**src/hw/rtl/assert_macros.svh**
```systemverilog
// assertion macros shared by the rtl
`ifndef ASSERT_MACROS_SVH
`define ASSERT_MACROS_SVH
`ifndef NO_ASSERTIONS
`define RCAM_ASSERT(lbl, prop, msg) \
  lbl: assert property (@(posedge clk) disable iff (!rst_n) (prop)) else $error(msg);
`define RCAM_ASSERT_NEXT(lbl, ante, cons, msg) \
  lbl: assert property (@(posedge clk) disable iff (!rst_n) (ante) |=> (cons)) else $error(msg);
`else
`define RCAM_ASSERT(lbl, prop, msg)
`define RCAM_ASSERT_NEXT(lbl, ante, cons, msg)
`endif
`endif

```
**src/hw/rtl/rcam_pkg.sv**
```systemverilog
`default_nettype none
package rcam_pkg;

  localparam int MAX_STRIPES_DEF = 16;
  localparam int QUEUE_DEPTH_DEF = 4;
  localparam int SNR_W = 56;
  localparam int DIV_BITS = 4;
  localparam int DIV_STG = SNR_W / DIV_BITS;
  localparam int CFG_AW = 6;
  localparam int CFG_DW = 64;
  localparam int LG_MIN = 9;
  localparam int LG_MAX = 20;

  localparam logic [3:0] PROF_SINGLE  = 4'd0;
  localparam logic [3:0] PROF_RAID0   = 4'd1;
  localparam logic [3:0] PROF_RAID1   = 4'd2;
  localparam logic [3:0] PROF_DUP     = 4'd3;
  localparam logic [3:0] PROF_RAID10  = 4'd4;
  localparam logic [3:0] PROF_RAID5   = 4'd5;
  localparam logic [3:0] PROF_RAID6   = 4'd6;
  localparam logic [3:0] PROF_RAID1C3 = 4'd7;
  localparam logic [3:0] PROF_RAID1C4 = 4'd8;

  localparam logic CMD_LOAD = 1'b0;
  localparam logic CMD_READ = 1'b1;

  localparam logic [2:0] REG_CHUNK_START = 3'd0;
  localparam logic [2:0] REG_CHUNK_LEN   = 3'd1;
  localparam logic [2:0] REG_STRIPE_LG   = 3'd2;
  localparam logic [2:0] REG_STRIPE_CNT  = 3'd3;
  localparam logic [2:0] REG_COPIES      = 3'd4;
  localparam logic [2:0] REG_PROFILE     = 3'd5;

  typedef enum logic [2:0] {
    ST_OK         = 3'd0,
    ST_OUTSIDE    = 3'd1,
    ST_BAD_MIRROR = 3'd2,
    ST_MISSING    = 3'd3,
    ST_REBUILD    = 3'd4,
    ST_LOAD_DONE  = 3'd5
  } status_t;

  typedef enum logic [2:0] {
    CLS_LOAD,
    CLS_DONE,
    CLS_MIRROR,
    CLS_STRIPE,
    CLS_PARITY
  } cls_t;

  typedef struct packed {
    logic        cmd;
    logic [3:0]  slot;
    logic [63:0] base_offset;
    logic        present;
    logic [63:0] logical_addr;
    logic [31:0] read_size;
    logic [2:0]  mirror_select;
  } in_t;

  typedef struct packed {
    status_t     status;
    logic [3:0]  stripe_sel;
    logic [63:0] phys_addr;
    logic [31:0] length_out;
    logic [63:0] rebuild_start;
    logic [3:0]  data_slot;
  } out_t;

  typedef struct packed {
    logic [63:0] chunk_start;
    logic [63:0] chunk_length;
    logic [4:0]  stripe_len_log2;
    logic [4:0]  stripe_count;
    logic [1:0]  copies_per_group;
    logic [3:0]  raid_profile;
  } cfg_t;

  typedef struct packed {
    logic [3:0] prof;
    logic [4:0] lg;
    logic [4:0] n;
    logic [1:0] sub;
    logic [4:0] d;
  } dcfg_t;

  typedef struct packed {
    cls_t             cls;
    status_t          status;
    logic [3:0]       slot;
    logic [63:0]      base;
    logic             present;
    logic [2:0]       mirror;
    logic [63:0]      offset;
    logic [SNR_W-1:0] snr;
    logic [19:0]      stripe_off;
    logic [31:0]      clip;
    logic [31:0]      size;
  } item_t;

  typedef struct packed {
    item_t            it;
    logic [4:0]       r1;
    logic [4:0]       r2;
    logic [SNR_W-1:0] q;
  } dstg_t;

  typedef struct packed {
    item_t              it;
    logic [4:0]         r1;
    logic [5:0]         idx;
    logic               ok;
    logic [63:0]        addend;
    logic [SNR_W+4:0]   prod;
  } sa_t;

  function automatic logic [2:0] mirror_limit(logic [3:0] prof);
    logic [2:0] lim;
    unique case (prof)
      PROF_SINGLE, PROF_RAID0: lim = 3'd1;
      PROF_RAID1, PROF_DUP, PROF_RAID10, PROF_RAID5: lim = 3'd2;
      PROF_RAID6, PROF_RAID1C3: lim = 3'd3;
      PROF_RAID1C4: lim = 3'd4;
      default: lim = 3'd1;
    endcase
    return lim;
  endfunction

  function automatic dcfg_t decode(cfg_t c, logic [8:0] max_stripes);
    dcfg_t r;
    logic [4:0] nd;
    r.prof = (c.raid_profile > PROF_RAID1C4) ? PROF_SINGLE : c.raid_profile;
    if (c.stripe_len_log2 < 5'(LG_MIN)) r.lg = 5'(LG_MIN);
    else if (c.stripe_len_log2 > 5'(LG_MAX)) r.lg = 5'(LG_MAX);
    else r.lg = c.stripe_len_log2;
    if (c.stripe_count == 5'd0) r.n = 5'd1;
    else if (9'(c.stripe_count) > max_stripes) r.n = max_stripes[4:0];
    else r.n = c.stripe_count;
    if (c.copies_per_group == 2'd0) r.sub = 2'd1;
    else if (c.copies_per_group > 2'd2) r.sub = 2'd2;
    else r.sub = c.copies_per_group;
    nd = 5'd1;
    priority if (r.prof == PROF_RAID0 || r.prof == PROF_RAID10) begin
      nd = (r.sub == 2'd2) ? (r.n >> 1) : r.n;
      if (nd == 5'd0) nd = 5'd1;
    end else if (r.prof == PROF_RAID5) begin
      nd = (r.n > 5'd1) ? r.n - 5'd1 : 5'd1;
    end else if (r.prof == PROF_RAID6) begin
      nd = (r.n > 5'd2) ? r.n - 5'd2 : 5'd1;
    end
    r.d = nd;
    return r;
  endfunction

endpackage
`default_nettype wire

```
**src/hw/rtl/rcam_fifo.sv**
```systemverilog
`default_nettype none
`include "assert_macros.svh"
module rcam_fifo import rcam_pkg::*; #(
  parameter int DEPTH = QUEUE_DEPTH_DEF
) (
  input  logic  clk,
  input  logic  rst_n,
  input  logic  push,
  input  item_t push_data,
  output logic  full,
  input  logic  pop,
  output logic  not_empty,
  output item_t head
);

  localparam int PW = (DEPTH > 1) ? $clog2(DEPTH) : 1;
  localparam int CW = $clog2(DEPTH + 1);

  item_t          mem_r [DEPTH];
  logic [PW-1:0]  wr_ptr_r, rd_ptr_r;
  logic [CW-1:0]  cnt_r;
  logic           do_push, do_pop;

  assign full      = (cnt_r == CW'(DEPTH));
  assign not_empty = (cnt_r != '0);
  assign head      = mem_r[rd_ptr_r];
  assign do_push   = push && !full;
  assign do_pop    = pop && not_empty;

  always_ff @(posedge clk) begin
    if (!rst_n) begin
      wr_ptr_r <= '0;
      rd_ptr_r <= '0;
      cnt_r    <= '0;
    end else begin
      if (do_push) begin
        wr_ptr_r <= (wr_ptr_r == PW'(DEPTH - 1)) ? '0 : wr_ptr_r + PW'(1);
      end
      if (do_pop) begin
        rd_ptr_r <= (rd_ptr_r == PW'(DEPTH - 1)) ? '0 : rd_ptr_r + PW'(1);
      end
      if (do_push && !do_pop) cnt_r <= cnt_r + CW'(1);
      else if (do_pop && !do_push) cnt_r <= cnt_r - CW'(1);
    end
  end

  always_ff @(posedge clk) begin
    if (do_push) mem_r[wr_ptr_r] <= push_data;
  end

  `RCAM_ASSERT(a_cnt_max, cnt_r <= CW'(DEPTH), "queue count above depth")
  `RCAM_ASSERT(a_empty_ptrs, (cnt_r == '0) |-> (wr_ptr_r == rd_ptr_r), "queue pointers apart when empty")

endmodule
`default_nettype wire

```
**config.mk**
```make
export PLATFORM = sky130hd
export DESIGN_NAME = rcam_fifo
export DESIGN_NICKNAME = d
export VERILOG_FILES = /design/src/hw/rtl/rcam_pkg.sv /design/src/hw/rtl/rcam_fifo.sv
export VERILOG_INCLUDE_DIRS = /design/src /design/src/hw/rtl
export SDC_FILE = /design/constraint.sdc
export NUM_CORES = 1
export LEC_CHECK = 0
export BUFFER_PORTS_ARGS = -buffer_cell sky130_fd_sc_hd__buf_2
export CAP_MARGIN = 15
export CORE_ASPECT_RATIO = 2
export CORE_MARGIN = 5
export CORE_UTILIZATION = 54
export CTS_BUF_LIST = sky130_fd_sc_hd__clkbuf_4 sky130_fd_sc_hd__clkbuf_8
export DETAILED_ROUTE_END_ITERATION = 8
export PLACE_DENSITY = 0.79
export SLEW_MARGIN = 40
export SYNTH_ARGS = -nofsm -noshare
export SYNTH_HDL_FRONTEND = slang
export SYNTH_SLANG_ARGS = --single-unit
```
**constraint.sdc**
```tcl
create_clock -name clk -period 9.45 [get_ports clk]
set_clock_uncertainty 0.05 [all_clocks]
set_input_delay 1.89 -clock clk [delete_from_list [all_inputs] [get_ports clk]]
set_output_delay 1.89 -clock clk [all_outputs]
set_load 0.005 [all_outputs]
```
== Yosys cells after proc, flatten, opt, wreduce, memory -nomap -nowiden ==
Memory sizes are Yosys's and may differ from the RTL's. A register that Yosys moved wholly into a read port is not among the register bits.
Cells that the tools add are included.

* Register bits: 7
* Latch bits: 0
* Bits in writable memories: 1,128
* Bits in read-only memories: 0
* Bits of input ports: 286
* Logic and storage cells: 28
* Memories kept: 1

{| class="wikitable"
|+ Memories
! memory !! depth !! bits a word !! read ports !! clocked after memory_dff !! write ports !! line !! text
|-
| mem_r || 4 || 282 || 1 || 1 || 1 || rcam_fifo.sv:19 || <nowiki>item_t mem_r [DEPTH];</nowiki>
|}

* Add/subtract/negate cells: 4
* $mul: 0
* Divide/modulo/power cells: 0
* $lt $le $gt $ge: 0
* Eq/ne operators: 3
* Shift-type cells: 0
* Mux-type cells: 8
* Bitwise logic cells: 0
* Reductions and logical operators: 9

{| class="wikitable"
|+ Operators by type and width
! cell !! count
|-
| 2-to-1 mux 2 bit || 4
|-
| 2-to-1 mux 3 bit || 2
|-
| adder 2 x 1 -> 2 bit (second input constant) || 2
|-
| == test 2 bit (second input constant) || 2
|-
| logical AND 1 bit || 4
|-
| adder 3 x 1 -> 3 bit (second input constant) || 1
|-
| == test 3 bit (second input constant) || 1
|-
| zero test 1 bit || 3
|-
| nonzero test 3 bit || 1
|-
| subtractor 3 x 1 -> 3 bit (second input constant) || 1
|-
| 2-to-1 mux 1 bit || 2
|-
| nonzero test 2 bit || 1
|}

== Longest topological paths before layout ==
* Depth after elaboration: 7
* Gate-level depth with buffers: 9

== Worst setup path after synthesis ==
Ideal clock, no wire load.

* Path type: input port to flip-flop
* Start: in push
* End: mem mem_r[1][0] (netlist bit) (enable)
* Arrival: 8.672 ns
* Data required time: 8.721 ns
* Path slack: 0.049 ns
* Stages on the path: 3
* Path through: nor2b_1 clkbuf_1 and2_1

* Word-level cells in the longest chain between the ends: 3

{| class="wikitable"
|+ Ends and longest elaborated chain
! what !! line !! text
|-
| start, declared || rcam_fifo.sv:8 || <nowiki>input logic push,</nowiki>
|-
| logical AND 1 bit || rcam_fifo.sv:27 || <nowiki>assign do_push = push && !full;</nowiki>
|-
| net do_push || rcam_fifo.sv:22 || <nowiki>logic do_push, do_pop;</nowiki>
|-
| 2-to-1 mux 1 bit || rcam_fifo.sv:48 || <nowiki>if (do_push) mem_r[wr_ptr_r] <= push_data;</nowiki>
|-
| 2-to-1 mux 1 bit (not written as such) || rcam_fifo.sv:48 ||
|-
| end, declared || rcam_fifo.sv:19 ||
|}

The timed path passes the listed nets, and every way through them passes these cells.

==> impl_results.md <==
* Worst endpoint required time at roughly 7500 ps
* Critical path's largest stage delay at between 600 and 700 ps
* DR WL/cell at 25.5 um
* Die Ht at ~400 um
* Worst slew pin tran at slightly above 800 ps
* Internal Power at 0.00959 W
* Post-synth cell types at 23
* Clk Latency, worst-skew pair at a little under 800 ps
* CTS root buffer: clkbuf_8
* Total track usage at between 20% and 30%
* Reg2reg start: cnt_r[0]$_SDFFE_PN0P_
* Syn Inst Count at around 1.5k
* # setup viols final at 0
* Ratio of cells with drive above 1 in the final layout at 48.2%
* Top post-synthesis cells by area: edfxtp_1 82%, mux4_2 15%, buf_12 1.5%
* Crit-path cells: buf_12 -> buf_16 -> buf_4 -> mux4_2 -> buf_2
* First-pass GRT wire length at roughly 130 mm
* Post-CTS Resized at 0
* CP Depth at 5
* Initial DRT Pass Iterations at 5
* Crit Path Category: register to primary output
* CTS Buf Count at between 150 and 200
* Antenna violations before repair at 46
* Synthesized cell area at ~0.041 sq mm
* WL final at around 86 mm
* Synth Warn # at 0
* # hold bufs at CTS at 0
* Initial Util at approximately 55%
* Clock power share at between 30% and 40%
* Core Area at 0.0760 sq mm
* Die W at around 210 um
* Avg Cell Area, Syn at ~27 sq um
* H-tree levels at 4
* Power Density at around 260 mW/mm^2
* Synth area leader: edfxtp_1
* Register area at around 0.034 sq mm
* Post-synth top area share at 81.7%
* Switching pwr at between 0.003 and 0.004 W
* Post-DP HPWL at around 55 mm
* DR DRC count at 0
* Via Count at 19.0k
* Leak at ~16 nW
* Seq pwr share at approximately half
* Worst reg2reg path depth at 6
* Max Cap Violations at 0
* Gate power share at 21.0%
* Cell family with most CP delay: buffers and inverters
* Crit path time final at around 5600 ps
* Final hold slack at 459 ps
* Switching Share at 25.6%
* DR vias/cell at about 5.6
* RSZ-0062 raised after global routing: false
* Hold Path Origin: wr_ptr_r[1]$_SDFFE_PN0P_
* Initial DRC count at 1,346
* Outcome: finished clean
* Hold Path Class: register to register
* Fmax at between 0.15 and 0.2 GHz
* Seq cells post-synth at 1,137
* Vias in the first global route at about 21k
* Part of the Yosys area used for sequential elements at 82.1%
* Syn nets at roughly 1.8k
* Hold Fails Final Rpt at 0
* Worst setup EP type: primary output
* Antenna-violating nets left at 0
* Syn-to-layout area delta at 17.3%
* CTS tree: built
* Peak supply drop at 0.207 mV
* Worst Path Max Fanout at 62
* Area of the multi-input gates at between 0.006 and 0.007 sq mm
* CP startpoint kind: register
* Max-slew violation count at 0
* IO Pins at 570
* FILL cells at just under 5k
* Number of port buffers at 569
* Crit path DAT at 3680 ps
* TritonCTS Sinks at ~1.1k
* Commonest non-fill, non-tap cell in the layout: edfxtp_1
* Rel. slew slack at about 46%
* WHS Path Cells at 2
* Final GP Congestion at between 0.7 and 0.8
* Post-route clock period utilization at 59.5%
* Clock slew seen by the registers of the worst setup and hold paths at 70 ps
* Fin Setup TNS at 0 ps
* Fin nets at roughly 2.5k
* Clock tree buffer depth at 3
* Setup bufs post-CTS at 0
* Row count at about 140
* Most frequent cells in the layout: 1,128 x edfxtp_1, 569 x buf_2, 282 x mux4_2
* Largest net degree at the start of global routing at between 100 and 150
* CP max stage cell: dfxtp_4
* Bufs and invs on worst path at 4
* Die area at 0.0828 sq mm
* Grt ovf at 0
-- power by group through the flow --
stage / registers (W) / logic, W / clock network (W)
after floorplan: 0.00648 / 0.00179 / 0
after global placement: 0.00636 / 0.00266 / 0
after detailed placement: 0.00641 / 0.00274 / 0
after CTS: 0.00630 / 0.00277 / 0.00398
after global routing: 0.00633 / 0.00293 / 0.00422
final: 0.00630 / 0.00271 / 0.00388
-- metrics by stage --
stage,total power [W],util (%),instance area (sq um),worst slack [ps],instances
after floorplan,0.00827,-,41500,48.7,1524
after global placement,0.00902,59.3,45100,4620,3060
after detailed placement,0.00915,59.6,45300,4540,3068
after CTS,0.0131,63.8,48500,3620,3344
after global routing,0.0135,63.9,48600,3450,3360
final,0.0129,64.0,48700,3830,3377
-- cell usage after synthesis --
cell      number
buf_12        31
edfxtp_1    1128
fa_1           1
xnor2_1        1
nor2b_1        2
mux4_2       282
dfxtp_1        9
nand2_1        6
and2_1         5
o21ai_0        3
buf_6          1
nor2_1         2
o31ai_1        1
buf_2         28
xor2_1         1
or3_1          2
clkbuf_1       5
a21boi_0       1
nor3b_1        1
nand3_1        2
mux2i_1        3
inv_1          3
ha_1           6
-- flip-flops by register name, indices dropped and copies added, names as in the netlist, named ones only --
register / flops
rd_ptr_r: 2
wr_ptr_r: 2
cnt_r: 3
mem_r: 1128
-- cell type report --
cell class	instances	area share, %
sequential	1137	70.0
multi-input combinational	319	13.6
timing repair buffer	597	6.91
clock buffer	189	4.91
tap	1015	2.61
clock inverter	87	1.77
antenna	30	0.154
inverter	3	0.0231
-- worst reg2reg max path, stage by stage, from the launching register on --
cell	delay, ps
dfxtp_1	450
nor3b_1	130
nor2b_1	510
and2_4	500
buf_12	300
buf_12	300
buf_16	490
-- worst paths after layout --
kind                                            endpoint  slack [ps]
worst max-delay path                           head[198]        3830
worst min-delay path            wr_ptr_r[1]$_SDFFE_PN0P_         460
worst max register to register   mem_r[3][199]$_DFFE_PP_        6210
worst min register to register  wr_ptr_r[1]$_SDFFE_PN0P_         460
-- logic make-up after synthesis --
logic type / count (synthesis) / synth area share, %
DFF: 1137 / 82.1
muxes: 285 / 15.4
buffers and inverters: 68 / 1.93
AOI/OAI and AO/OA: 5 / 0.0724
and+or+nand+nor: 20 / 0.250
adders and majority gates: 7 / 0.229
xor gates and xnor gates: 2 / 0.0422
-- routing by layer --
layer	global-route usage (%)	vias up	routed length, um
met5	0	-	226
met4	8.41	34	2560
met3	8.77	196	10500
met2	33.5	985	43300
met1	25.1	9746	29500
li1	-	8067	-
(Power assumes the default switching activity.)
