==> config.mk <==
export PLATFORM = sky130hd
export DESIGN_NAME = rcam_front
export DESIGN_NICKNAME = d
export VERILOG_FILES = /design/src/hw/rtl/assert_macros.svh /design/src/hw/rtl/rcam_pkg.sv /design/src/hw/rtl/rcam_front.sv
export SDC_FILE = /design/constraint.sdc
export NUM_CORES = 1
export LEC_CHECK = 0
export BUFFER_PORTS_ARGS = -buffer_cell sky130_fd_sc_hd__buf_2
export CORE_AREA = 10 10 233 235
export DETAILED_ROUTE_END_ITERATION = 8
export DIE_AREA = 0 0 243 245
export SYNTH_ARGS = -nofsm -noshare
export SYNTH_HDL_FRONTEND = slang
export SYNTH_SLANG_ARGS = --single-unit
==> constraint.sdc <==
create_clock -name vclk -period 9.1
set_input_delay 0.91 -clock vclk [all_inputs]
set_output_delay 0.91 -clock vclk [all_outputs]
set_load 0.005 [all_outputs]
==> src/hw/rtl/assert_macros.svh <==
// assertion macros shared by the rtl
`ifndef ASSERT_MACROS_SVH
`define ASSERT_MACROS_SVH
`ifndef NO_ASSERTIONS
`define RCAM_ASSERT(lbl, prop, msg) \
  lbl: assert property (@(posedge clk) disable iff (!rst_n) (prop)) else $error(msg);
`define RCAM_ASSERT_NEXT(lbl, ante, cons, msg) \
  lbl: assert property (@(posedge clk) disable iff (!rst_n) (ante) |=> (cons)) else $error(msg);
`else
`define RCAM_ASSERT(lbl, prop, msg)
`define RCAM_ASSERT_NEXT(lbl, ante, cons, msg)
`endif
`endif

==> src/hw/rtl/rcam_pkg.sv <==
`default_nettype none
package rcam_pkg;

  localparam int MAX_STRIPES_DEF = 16;
  localparam int QUEUE_DEPTH_DEF = 4;
  localparam int SNR_W = 56;
  localparam int DIV_BITS = 4;
  localparam int DIV_STG = SNR_W / DIV_BITS;
  localparam int CFG_AW = 6;
  localparam int CFG_DW = 64;
  localparam int LG_MIN = 9;
  localparam int LG_MAX = 20;

  localparam logic [3:0] PROF_SINGLE  = 4'd0;
  localparam logic [3:0] PROF_RAID0   = 4'd1;
  localparam logic [3:0] PROF_RAID1   = 4'd2;
  localparam logic [3:0] PROF_DUP     = 4'd3;
  localparam logic [3:0] PROF_RAID10  = 4'd4;
  localparam logic [3:0] PROF_RAID5   = 4'd5;
  localparam logic [3:0] PROF_RAID6   = 4'd6;
  localparam logic [3:0] PROF_RAID1C3 = 4'd7;
  localparam logic [3:0] PROF_RAID1C4 = 4'd8;

  localparam logic CMD_LOAD = 1'b0;
  localparam logic CMD_READ = 1'b1;

  localparam logic [2:0] REG_CHUNK_START = 3'd0;
  localparam logic [2:0] REG_CHUNK_LEN   = 3'd1;
  localparam logic [2:0] REG_STRIPE_LG   = 3'd2;
  localparam logic [2:0] REG_STRIPE_CNT  = 3'd3;
  localparam logic [2:0] REG_COPIES      = 3'd4;
  localparam logic [2:0] REG_PROFILE     = 3'd5;

  typedef enum logic [2:0] {
    ST_OK         = 3'd0,
    ST_OUTSIDE    = 3'd1,
    ST_BAD_MIRROR = 3'd2,
    ST_MISSING    = 3'd3,
    ST_REBUILD    = 3'd4,
    ST_LOAD_DONE  = 3'd5
  } status_t;

  typedef enum logic [2:0] {
    CLS_LOAD,
    CLS_DONE,
    CLS_MIRROR,
    CLS_STRIPE,
    CLS_PARITY
  } cls_t;

  typedef struct packed {
    logic        cmd;
    logic [3:0]  slot;
    logic [63:0] base_offset;
    logic        present;
    logic [63:0] logical_addr;
    logic [31:0] read_size;
    logic [2:0]  mirror_select;
  } in_t;

  typedef struct packed {
    status_t     status;
    logic [3:0]  stripe_sel;
    logic [63:0] phys_addr;
    logic [31:0] length_out;
    logic [63:0] rebuild_start;
    logic [3:0]  data_slot;
  } out_t;

  typedef struct packed {
    logic [63:0] chunk_start;
    logic [63:0] chunk_length;
    logic [4:0]  stripe_len_log2;
    logic [4:0]  stripe_count;
    logic [1:0]  copies_per_group;
    logic [3:0]  raid_profile;
  } cfg_t;

  typedef struct packed {
    logic [3:0] prof;
    logic [4:0] lg;
    logic [4:0] n;
    logic [1:0] sub;
    logic [4:0] d;
  } dcfg_t;

  typedef struct packed {
    cls_t             cls;
    status_t          status;
    logic [3:0]       slot;
    logic [63:0]      base;
    logic             present;
    logic [2:0]       mirror;
    logic [63:0]      offset;
    logic [SNR_W-1:0] snr;
    logic [19:0]      stripe_off;
    logic [31:0]      clip;
    logic [31:0]      size;
  } item_t;

  typedef struct packed {
    item_t            it;
    logic [4:0]       r1;
    logic [4:0]       r2;
    logic [SNR_W-1:0] q;
  } dstg_t;

  typedef struct packed {
    item_t              it;
    logic [4:0]         r1;
    logic [5:0]         idx;
    logic               ok;
    logic [63:0]        addend;
    logic [SNR_W+4:0]   prod;
  } sa_t;

  function automatic logic [2:0] mirror_limit(logic [3:0] prof);
    logic [2:0] lim;
    unique case (prof)
      PROF_SINGLE, PROF_RAID0: lim = 3'd1;
      PROF_RAID1, PROF_DUP, PROF_RAID10, PROF_RAID5: lim = 3'd2;
      PROF_RAID6, PROF_RAID1C3: lim = 3'd3;
      PROF_RAID1C4: lim = 3'd4;
      default: lim = 3'd1;
    endcase
    return lim;
  endfunction

  function automatic dcfg_t decode(cfg_t c, logic [8:0] max_stripes);
    dcfg_t r;
    logic [4:0] nd;
    r.prof = (c.raid_profile > PROF_RAID1C4) ? PROF_SINGLE : c.raid_profile;
    if (c.stripe_len_log2 < 5'(LG_MIN)) r.lg = 5'(LG_MIN);
    else if (c.stripe_len_log2 > 5'(LG_MAX)) r.lg = 5'(LG_MAX);
    else r.lg = c.stripe_len_log2;
    if (c.stripe_count == 5'd0) r.n = 5'd1;
    else if (9'(c.stripe_count) > max_stripes) r.n = max_stripes[4:0];
    else r.n = c.stripe_count;
    if (c.copies_per_group == 2'd0) r.sub = 2'd1;
    else if (c.copies_per_group > 2'd2) r.sub = 2'd2;
    else r.sub = c.copies_per_group;
    nd = 5'd1;
    priority if (r.prof == PROF_RAID0 || r.prof == PROF_RAID10) begin
      nd = (r.sub == 2'd2) ? (r.n >> 1) : r.n;
      if (nd == 5'd0) nd = 5'd1;
    end else if (r.prof == PROF_RAID5) begin
      nd = (r.n > 5'd1) ? r.n - 5'd1 : 5'd1;
    end else if (r.prof == PROF_RAID6) begin
      nd = (r.n > 5'd2) ? r.n - 5'd2 : 5'd1;
    end
    r.d = nd;
    return r;
  endfunction

endpackage
`default_nettype wire

==> src/hw/rtl/rcam_front.sv <==
`default_nettype none
module rcam_front import rcam_pkg::*; (
  input  in_t   in_data,
  input  cfg_t  cfg,
  input  dcfg_t dcfg,
  output item_t item
);

  logic [63:0] offset;
  logic [20:0] sl;
  logic [20:0] msk;
  logic [20:0] clip_full;
  logic [19:0] stripe_off;
  logic [2:0]  mirror;
  logic        outside;

  always_comb begin
    offset     = in_data.logical_addr - cfg.chunk_start;
    sl         = 21'd1 << dcfg.lg;
    msk        = sl - 21'd1;
    stripe_off = offset[19:0] & msk[19:0];
    clip_full  = sl - {1'b0, stripe_off};
    mirror     = (in_data.mirror_select == 3'd0) ? 3'd1 : in_data.mirror_select;
    outside    = (in_data.logical_addr < cfg.chunk_start) || (offset >= cfg.chunk_length);

    item.status     = ST_OK;
    item.slot       = in_data.slot;
    item.base       = in_data.base_offset;
    item.present    = in_data.present;
    item.mirror     = mirror;
    item.offset     = offset;
    item.snr        = SNR_W'(offset >> dcfg.lg);
    item.stripe_off = stripe_off;
    item.size       = in_data.read_size;
    item.clip    = ({11'd0, clip_full} > in_data.read_size) ? in_data.read_size
                                                            : {11'd0, clip_full};
    priority if (in_data.cmd == CMD_LOAD) begin
      item.cls = CLS_LOAD;
    end else if (outside) begin
      item.cls    = CLS_DONE;
      item.status = ST_OUTSIDE;
    end else if (mirror > mirror_limit(dcfg.prof)) begin
      item.cls    = CLS_DONE;
      item.status = ST_BAD_MIRROR;
    end else if (dcfg.prof == PROF_RAID0 || dcfg.prof == PROF_RAID10) begin
      item.cls = CLS_STRIPE;
    end else if (dcfg.prof == PROF_RAID5 || dcfg.prof == PROF_RAID6) begin
      item.cls = CLS_PARITY;
    end else begin
      item.cls = CLS_MIRROR;
    end
  end

endmodule
`default_nettype wire

Word-level counts from Yosys, hierarchy flattened
Memories as Yosys holds them, arrays and structs flattened.
Index checks and enable logic that the tools add are counted.
{ "totals": {"ff_bits": 0, "romBits": 48, "word_cells": 30, "n_memories": 1} }
{ "mem_list": {"columns": ["memory", "depth", "width", "read_ports", "rd_ports_with_merged_regs", "write_ports", "line", "rtl"], "rows": [
  ["(name not given)", 16, 3, 1, 0, 0, "rcam_pkg.sv:119", "unique case (prof)"]
]} }
{ "op_classes": {"n_addsub": 3, "magnitude_cmp": 4, "eq_ne": 4, "shifts": 2, "muxes": 11, "bitwise_logic": 1, "n_reduce_logical": 4} }
{ "ops": {"columns": ["op", "n"], "rows": [
  ["greater-or-equal comparator 64 bit", 1],
  ["< comparator 64 bit", 1],
  [">> shifter 64 x 5 -> 56 bit", 1],
  ["subtractor 64 bit", 1],
  ["> comparator 21 x 32 -> 1 bit", 1],
  ["two-way mux 32 bit", 1],
  ["two-way mux 3 bit", 8],
  ["left shift 1 x 5 -> 21 bit (first input constant)", 1],
  ["subtractor 21 x 20 -> 21 bit", 1],
  ["AND 20 bit", 1],
  ["subtractor 20 x 1 -> 20 bit (second input constant)", 1],
  ["== test 4 x 3 -> 1 bit (second input constant)", 3],
  ["two-way mux 6 bit", 1],
  ["== test 4 x 1 -> 1 bit (second input constant)", 1],
  ["> comparator 3 bit", 1],
  ["zero test 3 bit", 1],
  ["logical OR 1 bit", 3],
  ["two-way mux 2 bit", 1]
]} }

Logic depth before layout (Yosys ltp)
Gate-level depths: netlist of the first run.
{ "depth": {"depth_word": 9, "ltp_mapped": 29, "mapped_depth_nobuf": 26} }

Least setup slack after synthesis of the first run
Ideal clock, no wire load.
{ "synth_timing": {"path_type": "input-to-output", "startpoint": "input dcfg[15] (netlist name)", "endpoint": "output item[51] (netlist name)", "t_arrival_ps": 6161, "setup_slack_ps": 2029, "path_stages": 26, "path_cell_list": "buf_2 > or2_1 > buf_2 > nor2_1 > nand2_1 > ha_1 > nand2b_1 > fa_1 > nor3_1 > a21oi_1 > o21ai_0 > a21oi_1 > nand4b_1 > a211oi_2 > o21bai_1 > o21bai_1 > xor2_1 > ha_1 > a21o_1 > a21oi_1 > o21ai_0 > a221oi_1 > nor2_1 > o41ai_2 > clkbuf_1 > mux2_2"} }
{ "synth_lines": {"columns": ["item", "line", "rtl"], "rows": [
  ["start: declaration", "rcam_front.sv:5", "input dcfg_t dcfg,"],
  ["end: declaration", "rcam_front.sv:6", "output item_t item"]
]} }

==> results of run 1 <==
==> power breakdown <==
group          switching (W)  internal, W
clock network              0            0
logic                0.00112     0.000691
registers                  0            0
total                0.00112     0.000691
==> metal layers <==
metal  global-route usage  share of wire  vias to the layer above  wire length (microns)
li1                     -              -                     7947                      -
met1                0.284           0.42                     7902                  30000
met2                0.390           0.47                      954                  34000
met3               0.0408          0.086                       93                   6190
met4               0.0441          0.023                        2                   1640
met5                    0        0.00017                        -                     12
==> final timing paths <==
kind | from | to | slack (ns) | depth (start not counted)
worst min-delay path | in_data[106] | item[214] | 1.82 | 0
worst max-delay path | dcfg[14] | item[35] | 1.07 | 26
==> area by class of cell <==
cell class,instances,area [sq um]
fill,5687,33600
timing repair buffer,486,2550
tap,672,841
multi-input combinational,1674,11900
inverter,197,741
==> cells in the mapped netlist (49+ instances only) <==
cell / number
nor3_1: 51
o21ai_0: 145
nor2_1: 190
inv_1: 192
buf_4: 114
xnor2_1: 50
ha_1: 158
mux2_2: 49
clkbuf_1: 64
mux2i_1: 86
nand2_1: 187
a21oi_1: 189
==> metrics by stage <==
step / utilization / worst slack [ns] / power, W / hold slack [ns]
2_1_floorplan: - / 2.03 / 0.00108 / 1.90
5_1_grt: 0.322 / 0.524 / 0.00197 / 1.82
6_report: 0.322 / 1.07 / 0.00181 / 1.82
3_3_place_gp: 0.322 / 1.19 / 0.00179 / 1.82
4_1_cts: 0.322 / 1.09 / 0.00180 / 1.82
3_5_place_dp: 0.322 / 1.11 / 0.00179 / 1.82
==> logic make-up after synthesis <==
| family | Yosys count | share of synthesized area |
|---|---|---|
| AO/OA/AOI/OAI | 632 | 0.300 |
| buffers and inverters | 425 | 0.149 |
| adder cells (fa/ha/maj) | 160 | 0.145 |
| other | 1 | 0.000270 |
| XOR/XNOR | 79 | 0.0531 |
| multiplexers | 156 | 0.135 |
| AND/OR/NAND/NOR | 635 | 0.218 |
==> impl.org, run 1 <==
** Cells and area
- In the final layout, flip-flops and latches occupy 0 sq um.
- Share of final-layout standard cells stronger than drive strength 1 :: 0.263
- Most frequent cells in the layout :: buf_2 (437), inv_1 (192), nor2_1 (190)
- Seq Cell Count :: 0
- The finished cells cover 0.0160 sq mm.
- Net count of the finished layout :: 2853
- In the finished layout, the clock tree contains a buffer count of 0.
- Number of standard cells in the layout, taps in and fillers out :: 3029
- Leaving out fill and tap cells, the most frequent cell in the layout is buf_2.
- Number of diodes :: 0
- Relative to the synthesized area, the layout overhead comes to 15.3%.

** Setup path
- Kind of capture point of the worst setup path :: primary output
- Largest delay contributor family on the critical path :: compound AO/OA/AOI/OAI gates
- Data required time at the worst endpoint :: 8.19 ns
- The setup path with the least slack is of type input port to primary output.
- The most numerous cell type found on the critical path is a21oi_1.
- The largest single stage delay on the critical path is 0.54 ns.
- Data arrival, critical path :: 7.12 ns
- Largest driver fanout on the critical path :: 31
- Buf/Inv on CP :: 3
- Slowest cell on the critical path :: nor2_1
- Setup crit start kind :: input port

** STA
- Static timing analysis puts the maximum clock frequency at 0.125 GHz.
- Setup TNS :: 0 ns
- Worst Tran Pin Value :: 1.03 ns
- RSZ-0062 raised after global routing :: no
- Time the worst path needs with I/O delays and setup :: 8.03 ns
- Total count of max-transition violations in the final report :: 0
- Final setup viols :: 0
- Measured against its own limit, the worst slew margin works out to 0.309.
- The final-report hold violation count came to 0.
- Of the available clock period, the critical path in the final layout requires 0.882.

** Job
- The tool flagged a number of max-cap violations equal to 0.

** Synth
- Post-synth top area share :: 0.142
- Cell Area, Synth :: 0.0139 sq mm
- Yosys attributes the largest share of cell area to ha_1 (14%), a21oi_1 (6.8%), mux2i_1 (6.2%), buf_4 (6.2%), o21ai_0 (5.2%).
- Syn avg cell area :: 6.65 sq um
- Synthesis instantiated 107 different standard cells from the library.
- Summed over all instances, the cell type with the most area after synthesis is ha_1.
- Yosys printed 0 warnings.
- The cell count after synthesis came out at 2088.
- Of the synthesized area, sequential elements account for 0.

** Die
- Initial cell density of the core :: 0.280
- Pin placement for this block handled 616 I/O pins.
- Horiz. Die Dim :: 243 microns
- Core area :: 0.0497 sq mm
- The die covers 0.0595 sq mm.
- The floorplan has 82 rows.
- Die span in y :: 245 microns

** Route
- Across all layers, the routed design uses 16.9k vias.
- Drt first-iter violations :: 1808
- Wire length reported by the detailed router :: 71800 microns
- DRT Pass-1 Iters :: 6
- Average routed wire per standard cell :: 23.7 microns
- After detailed routing, the number of vias per cell comes to 5.58.
- In the routed design, unresolved DRC markers number 0.
- Once detail routing completed, the nets flagged for antenna violations numbered 0.

** Place
- DP Area :: 0.0160 sq mm
- Number of instances in the placed design :: 3029
- Routability congestion estimate :: 0.997
- Detailed placement HPWL :: 62300 microns
- Input and output buffers added on the ports amount to 438.

** Worst hold path
- In this run the worst hold path is classified as input port to primary output.

** Pwr
- VDD sags by at most 0.0000406 V.
- Pwr dens :: 113 mW/mm^2
- Summed over all cells, the static leakage comes to 7.89 nW.

** Clock tree
- After clock tree synthesis, the flow added hold-fix buffers numbering 0.
- Gates resized during post-CTS repair numbered 0.
- In this run the post-CTS setup repair buffer count came out at 0.

** Global route
- The first global-routing pass estimated 104000 microns of wire.
- Via count of the first global-routing pass :: 16.2k
- The number of antenna violations at the first check in global routing came to 2.
- Maximum number of pins on one net before global-route repair :: 75
- For this run, the total global-route usage over all layers was measured as 0.224.
- Overall overflow remaining after global route :: 0

** Outcome
- The run finished with clean final reports.
Note: power is estimated with default switching activity, not from simulation.
==> run 2: changes to the inputs <==
--- a/config.mk
+++ b/config.mk
@@ -9,6 +9,9 @@
 export CORE_AREA = 10 10 233 235
 export DETAILED_ROUTE_END_ITERATION = 8
 export DIE_AREA = 0 0 243 245
+export REMOVE_ABC_BUFFERS = 1
+export SETUP_SLACK_MARGIN = 0.4
+export SLEW_MARGIN = 20
 export SYNTH_ARGS = -nofsm -noshare
 export SYNTH_HDL_FRONTEND = slang
 export SYNTH_SLANG_ARGS = --single-unit
==> run 2 against run 1 <==
Effect of this change:
- die area is the same
- worst hold slack is essentially flat
- count of clock-buffer cells in the layout is the same
- core utilization is essentially flat
- highest routed layer unchanged
==> impl.org, run 2 (synthesis results as in run 1) <==
** Setup path
- Critical path's largest stage delay :: 0.59 ns
- Kind of capture point of the worst setup path :: primary output
- Largest delay contributor family on the critical path :: compound AO/OA/AOI/OAI gates
- Data required time at the worst endpoint :: 8.19 ns
- Data arrival, critical path :: 7.06 ns
- Largest driver fanout on the critical path :: 31
- Worst path most repeated cell :: a21oi_1
- Classification of the worst setup path :: input port to primary output
- STA classifies the critical path startpoint as an input port.
- Among all stages on the critical path, the largest delay is contributed by nor2_1.
- Together, buffers and inverters on the worst path number 3.

** Cells and area
- The layout has 0 clock buffers.
- Net count of the finished layout :: 2850
- Seq Cell Count :: 0
- In the final layout, flip-flops and latches occupy 0 sq um.
- Leaving out fill and tap cells, the most frequent cell in the layout is buf_2.
- Leaving out fill and tap cells, the most frequent cells in the layout are buf_2 (437), inv_1 (192), nor2_1 (190).
- Compared with the post-synthesis result, the final layout area differs by 15.1%.
- In the final layout, the share of cells above drive strength 1 is 0.263.

** Worst hold path
- The startpoint identified for the worst hold timing path is in_data[123].
- Worst Hold Class :: input port to primary output
- Hold Path Depth :: 0
- The path with the worst hold slack has its endpoint at item[231].

** Clock tree
- Buffers inserted to repair hold after CTS numbered 0.
- Post-CTS Repair Setup Buffers :: 0
- After clock tree synthesis, the repair step resized 0 gates.

** Pwr
- Static power due to leakage :: 7.88 nW
- Power spread over the standard cell area amounts to 111 mW/mm^2.
- Highest ir drop seen on vdd :: 0.0000367 V

** STA
- Setup TNS :: 0 ns
- Tightest slew margin relative to the limit :: 0.323
- The routed design could run at a clock period as short as 7.97 ns.
- RSZ-0062 raised after global routing :: no
- Final Cycle Share :: 0.876
- Static timing analysis puts the maximum clock frequency at 0.125 GHz.
- Worst Tran Pin Value :: 1.01 ns
- Final setup viols :: 0
- Hold Violations, Final :: 0
- The number of max-slew violations in the final report is 0.
- Fin Hold WS :: 1.82 ns

** Route
- Dividing the detail-routed wire length by the instance count gives 25.7 microns.
- Drt first-iter violations :: 1615
- Via count normalized by instance count :: 5.52
- In the routed design, unresolved DRC markers number 0.
- Wire length reported by the detailed router :: 77700 microns
- Summing over every cut layer, the via total after detailed routing is 16.7k.
- For this run, the detailed router's first-pass iteration total came to 6.
- In this run the remaining antenna-violating nets after routing total 0.

** Global route
- Across every metal layer, demand over resource in global routing totals 0.245.
- The number of global-route vias before repair was 16.2k.
- The number of antenna violations at the first check in global routing is 2.
- The first global-routing pass estimated 111000 microns of wire.
- Maximum number of pins on one net before global-route repair :: 74
- Global routing finished with a remaining overflow of 0.

** Outcome
- Status :: finished clean

** Die
- Core area :: 0.0497 sq mm
- The die is 245 microns tall.
- # rows :: 82
- The die covers 0.0595 sq mm.
- Ports :: 616
- Horiz. Die Dim :: 243 microns
- Initial cell density of the core :: 0.280

** Job
- Max Cap Violations :: 0

** Place
- Routability congestion estimate :: 0.964
- The count of buffers added on input and output ports is 438.
- Detailed placement HPWL :: 67300 microns
run 2: layer usage:
layer  vias to the layer above  global-route usage  wire (microns)
met1                      7748               0.301           31700
met5                         -              0.0710             503
met4                         8              0.0415            1490
li1                       7945                   -               -
met2                       945               0.392           34200
met3                        67              0.0989            9750
run 2: cell type report:
cell class,count,area (sq um)
antenna,1,2.50
inverter,197,741
fill,5796,33700
multi-input combinational,1674,11900
timing repair buffer,483,2530
tap,672,841
run 2: through the flow:
step,util,total power (W),area [sq um],instances,setup slack [ns]
final,0.322,0.00177,16000,3027,1.13
after global placement,0.322,0.00175,16000,3026,1.17
after detailed placement,0.322,0.00176,16000,3026,1.13
after global routing,0.322,0.00194,16000,3027,0.733
after floorplan,-,0.00101,12600,1871,1.33
after CTS,0.322,0.00177,16000,3026,1.10
run 2: worst max-delay path by stage:
stage             start       end  slack, ns  cells after the start
6_report       dcfg[14]  item[34]       1.13                     26
5_1_grt        dcfg[14]  item[52]       0.73                     26
4_1_cts        dcfg[14]  item[52]       1.10                     26
3_5_place_dp   dcfg[14]  item[52]       1.13                     26
3_3_place_gp   dcfg[14]  item[52]       1.17                     26
2_1_floorplan  dcfg[12]  item[34]       1.33                     23
run 2: power breakdown:
group	switching [W]	internal, W	leakage [nW]
sequential	0	0	0
combinational	0.00108	0.000688	7.88
clock	0	0.0000000000148	0.00000634
total	0.00108	0.000688	7.88
==> run 3: changes to the inputs <==
--- a/config.mk
+++ b/config.mk
@@ -9,6 +9,8 @@
 export CORE_AREA = 10 10 233 235
 export DETAILED_ROUTE_END_ITERATION = 8
 export DIE_AREA = 0 0 243 245
+export GPL_ROUTABILITY_DRIVEN = 0
+export PLACE_DENSITY = 0.57
 export REMOVE_ABC_BUFFERS = 1
 export SETUP_SLACK_MARGIN = 0.4
 export SLEW_MARGIN = 20
==> run 3 against run 2 <==
Effect of this change:
- core utilization is essentially flat
- die area is the same
- sequential share of layout area is the same
- cell count is the same
- power grew 0.71%
- largest power group unchanged
==> impl.org, run 3 (synthesis results as in run 1) <==
** Route
- The first routing iteration left 1721 violations.
- Dividing the detail-routed via count by the number of cells gives 5.65.
- Wire length reported by the detailed router :: 79100 microns
- In this run the remaining antenna-violating nets after routing total 0.
- DRT Pass-1 Iters :: 7
- Summing over every cut layer, the via total after detailed routing is 17.1k.
- Drc violations :: 0
- After detailed routing, the average wire length per cell comes to 26.1 microns.

** STA
- RSZ-0062 raised after global routing :: no
- Time the worst path needs with I/O delays and setup :: 8.16 ns
- Slack of the critical path :: 0.938 ns
- Hold Violations, Final :: 0
- At the pin with the least slew margin, the transition time is 0.982 ns.
- Setup violations remaining at the end of the flow were counted as 0.
- Measured against its own limit, the worst slew margin works out to 0.340.
- Highest achievable clock rate :: 0.123 GHz
- Total count of max-transition violations in the final report :: 0
- Final Cycle Share :: 0.897
- Setup TNS :: 0 ns

** Cells and area
- Most frequent cells in the layout :: buf_2 (437), inv_1 (192), nor2_1 (190)
- The library cell used most frequently in the layout, excluding fill and tap cells, is buf_2.
- Number of standard cells in the layout, taps in and fillers out :: 3027
- Seq Cell Count :: 0
- After filler insertion, the fill cell instance count of the layout stands at 5594.
- The net count of the finished layout is 2849.
- Layout-stage area growth over the synthesis result :: 15.1%
- In the final layout, the share of cells above drive strength 1 is 0.262.
- Register area :: 0 sq um
- After layout, the clock buffer instance count stands at 0.

** Die
- Die span in y :: 245 microns
- 616 I/O pins were placed.
- The core region is 0.0497 sq mm.
- Horiz. Die Dim :: 243 microns
- In this run the core area contains 82 standard-cell rows.
- Initial cell density of the core :: 0.280
- The die covers 0.0595 sq mm.

** Pwr
- Power share of the combinational group :: 1.000
- Overall power of the completed layout :: 0.00179 W
- The internal power of the cells totals 0.000689 W.
- Power dissipated by switching net loads :: 0.00110 W
- The analysis attributes to cell leakage a power of 7.87 nW.
- The share of total power dissipated in sequential elements is 0.
- Clock network fraction of design power :: 0
- Of the total power, the share spent switching nets is 0.614.
- VDD sags by at most 0.0000365 V.
- In this run the power density over the cells is 112 mW/mm^2.

** Place
- Detailed placement HPWL :: 68400 microns
- Place WS :: 1.00 ns
- Once placement completed, the tool counted placed cells totaling 3025.
- Count of port buffers added during placement :: 438

** Global route
- The total overflow left after global routing is 0.
- Initial antenna violation count :: 3
- The number of global-route vias before repair was 16.9k.
- In the global route stage, overall resource usage came out at 0.248.
- Maximum number of pins on one net before global-route repair :: 76
- Wire length of the first global-routing pass :: 113000 microns

** Clock tree
- Quantity of gates resized following cts :: 0
- Post-CTS Repair Setup Buffers :: 0
- The number of hold buffers added after CTS was 0.

** Setup path
- Largest driver fanout on the critical path :: 29
- Data arrival, critical path :: 7.25 ns
- Data required time at the worst endpoint :: 8.19 ns
- Kind of capture point of the worst setup path :: primary output
- The worst setup path is launched from an input port.
- The worst setup path is of the input port to primary output kind.

** Outcome
- The flow ran to the end, and the final reports show no timing, DRC or antenna violations.

** Worst hold path
- Worst Hold Class :: input port to primary output

** Job
- Max Cap Violations :: 0
-- run 3: changes by cell type in the layout (fill, tap and decap cells not counted) --
cell and delta:
buf_4 -1, diode_2 +1
-- run 3: worst paths after layout --
kind    startpoint        end  slack, ns  cells after the start
max       dcfg[14]   item[35]       0.94                     26
min   in_data[108]  item[216]       1.82                      0
-- run 3: critical path, stage by stage --
cell and delay [ns]:
buf_2 0.12, or2_1 0.37, nor2_1 0.57, nand2_1 0.19, ha_1 0.33, nand2b_1 0.20, fa_1 0.47, nor3_1 0.21
a21oi_1 0.05, o21ai_0 0.18, a21oi_1 0.13, nand4b_1 0.17, a211oi_2 0.10, o21bai_1 0.31, o21bai_1 0.12, xor2_1 0.28
ha_1 0.31, a21o_1 0.16, a21oi_1 0.12, o21ai_0 0.10, a221oi_1 0.34, nor2_1 0.12, o41ai_4 0.49, buf_4 0.36
mux2_2 0.39, buf_2 0.14
-- run 3: metrics by stage --
stage | util | hold WS [ns] | cell area [sq um]
2_1_floorplan | - | 1.82 | 12600
6_report | 0.322 | 1.82 | 16000
3_3_place_gp | 0.322 | 1.82 | 16000
4_1_cts | 0.322 | 1.82 | 16000
5_1_grt | 0.322 | 1.82 | 16000
3_5_place_dp | 0.322 | 1.82 | 16000
-- run 3: power by group through the flow --
stage | Combinational [W] | Clock (W) | Sequential (W)
after global placement | 0.00174 | 0 | 0
after CTS | 0.00177 | 0 | 0
final | 0.00179 | 0.0000000000294 | 0
after detailed placement | 0.00176 | 0 | 0
after global routing | 0.00194 | 0.0000000000294 | 0
after floorplan | 0.00101 | 0 | 0
-- run 3: layer usage --
metal,track usage,share of wire,vias up
met5,0.0669,0.0071,-
met4,0.0605,0.028,8
met1,0.305,0.41,7981
met3,0.0965,0.12,114
met2,0.394,0.44,1054
li1,-,-,7947
-- run 3: layout make-up --
type	instances	area (sq um)	share of cell area
repair buffers	482	2520	0.158
diodes	2	5.00	0.000313
well taps	672	841	0.0526
multi-input cells	1674	11900	0.743
inverters	197	741	0.0463
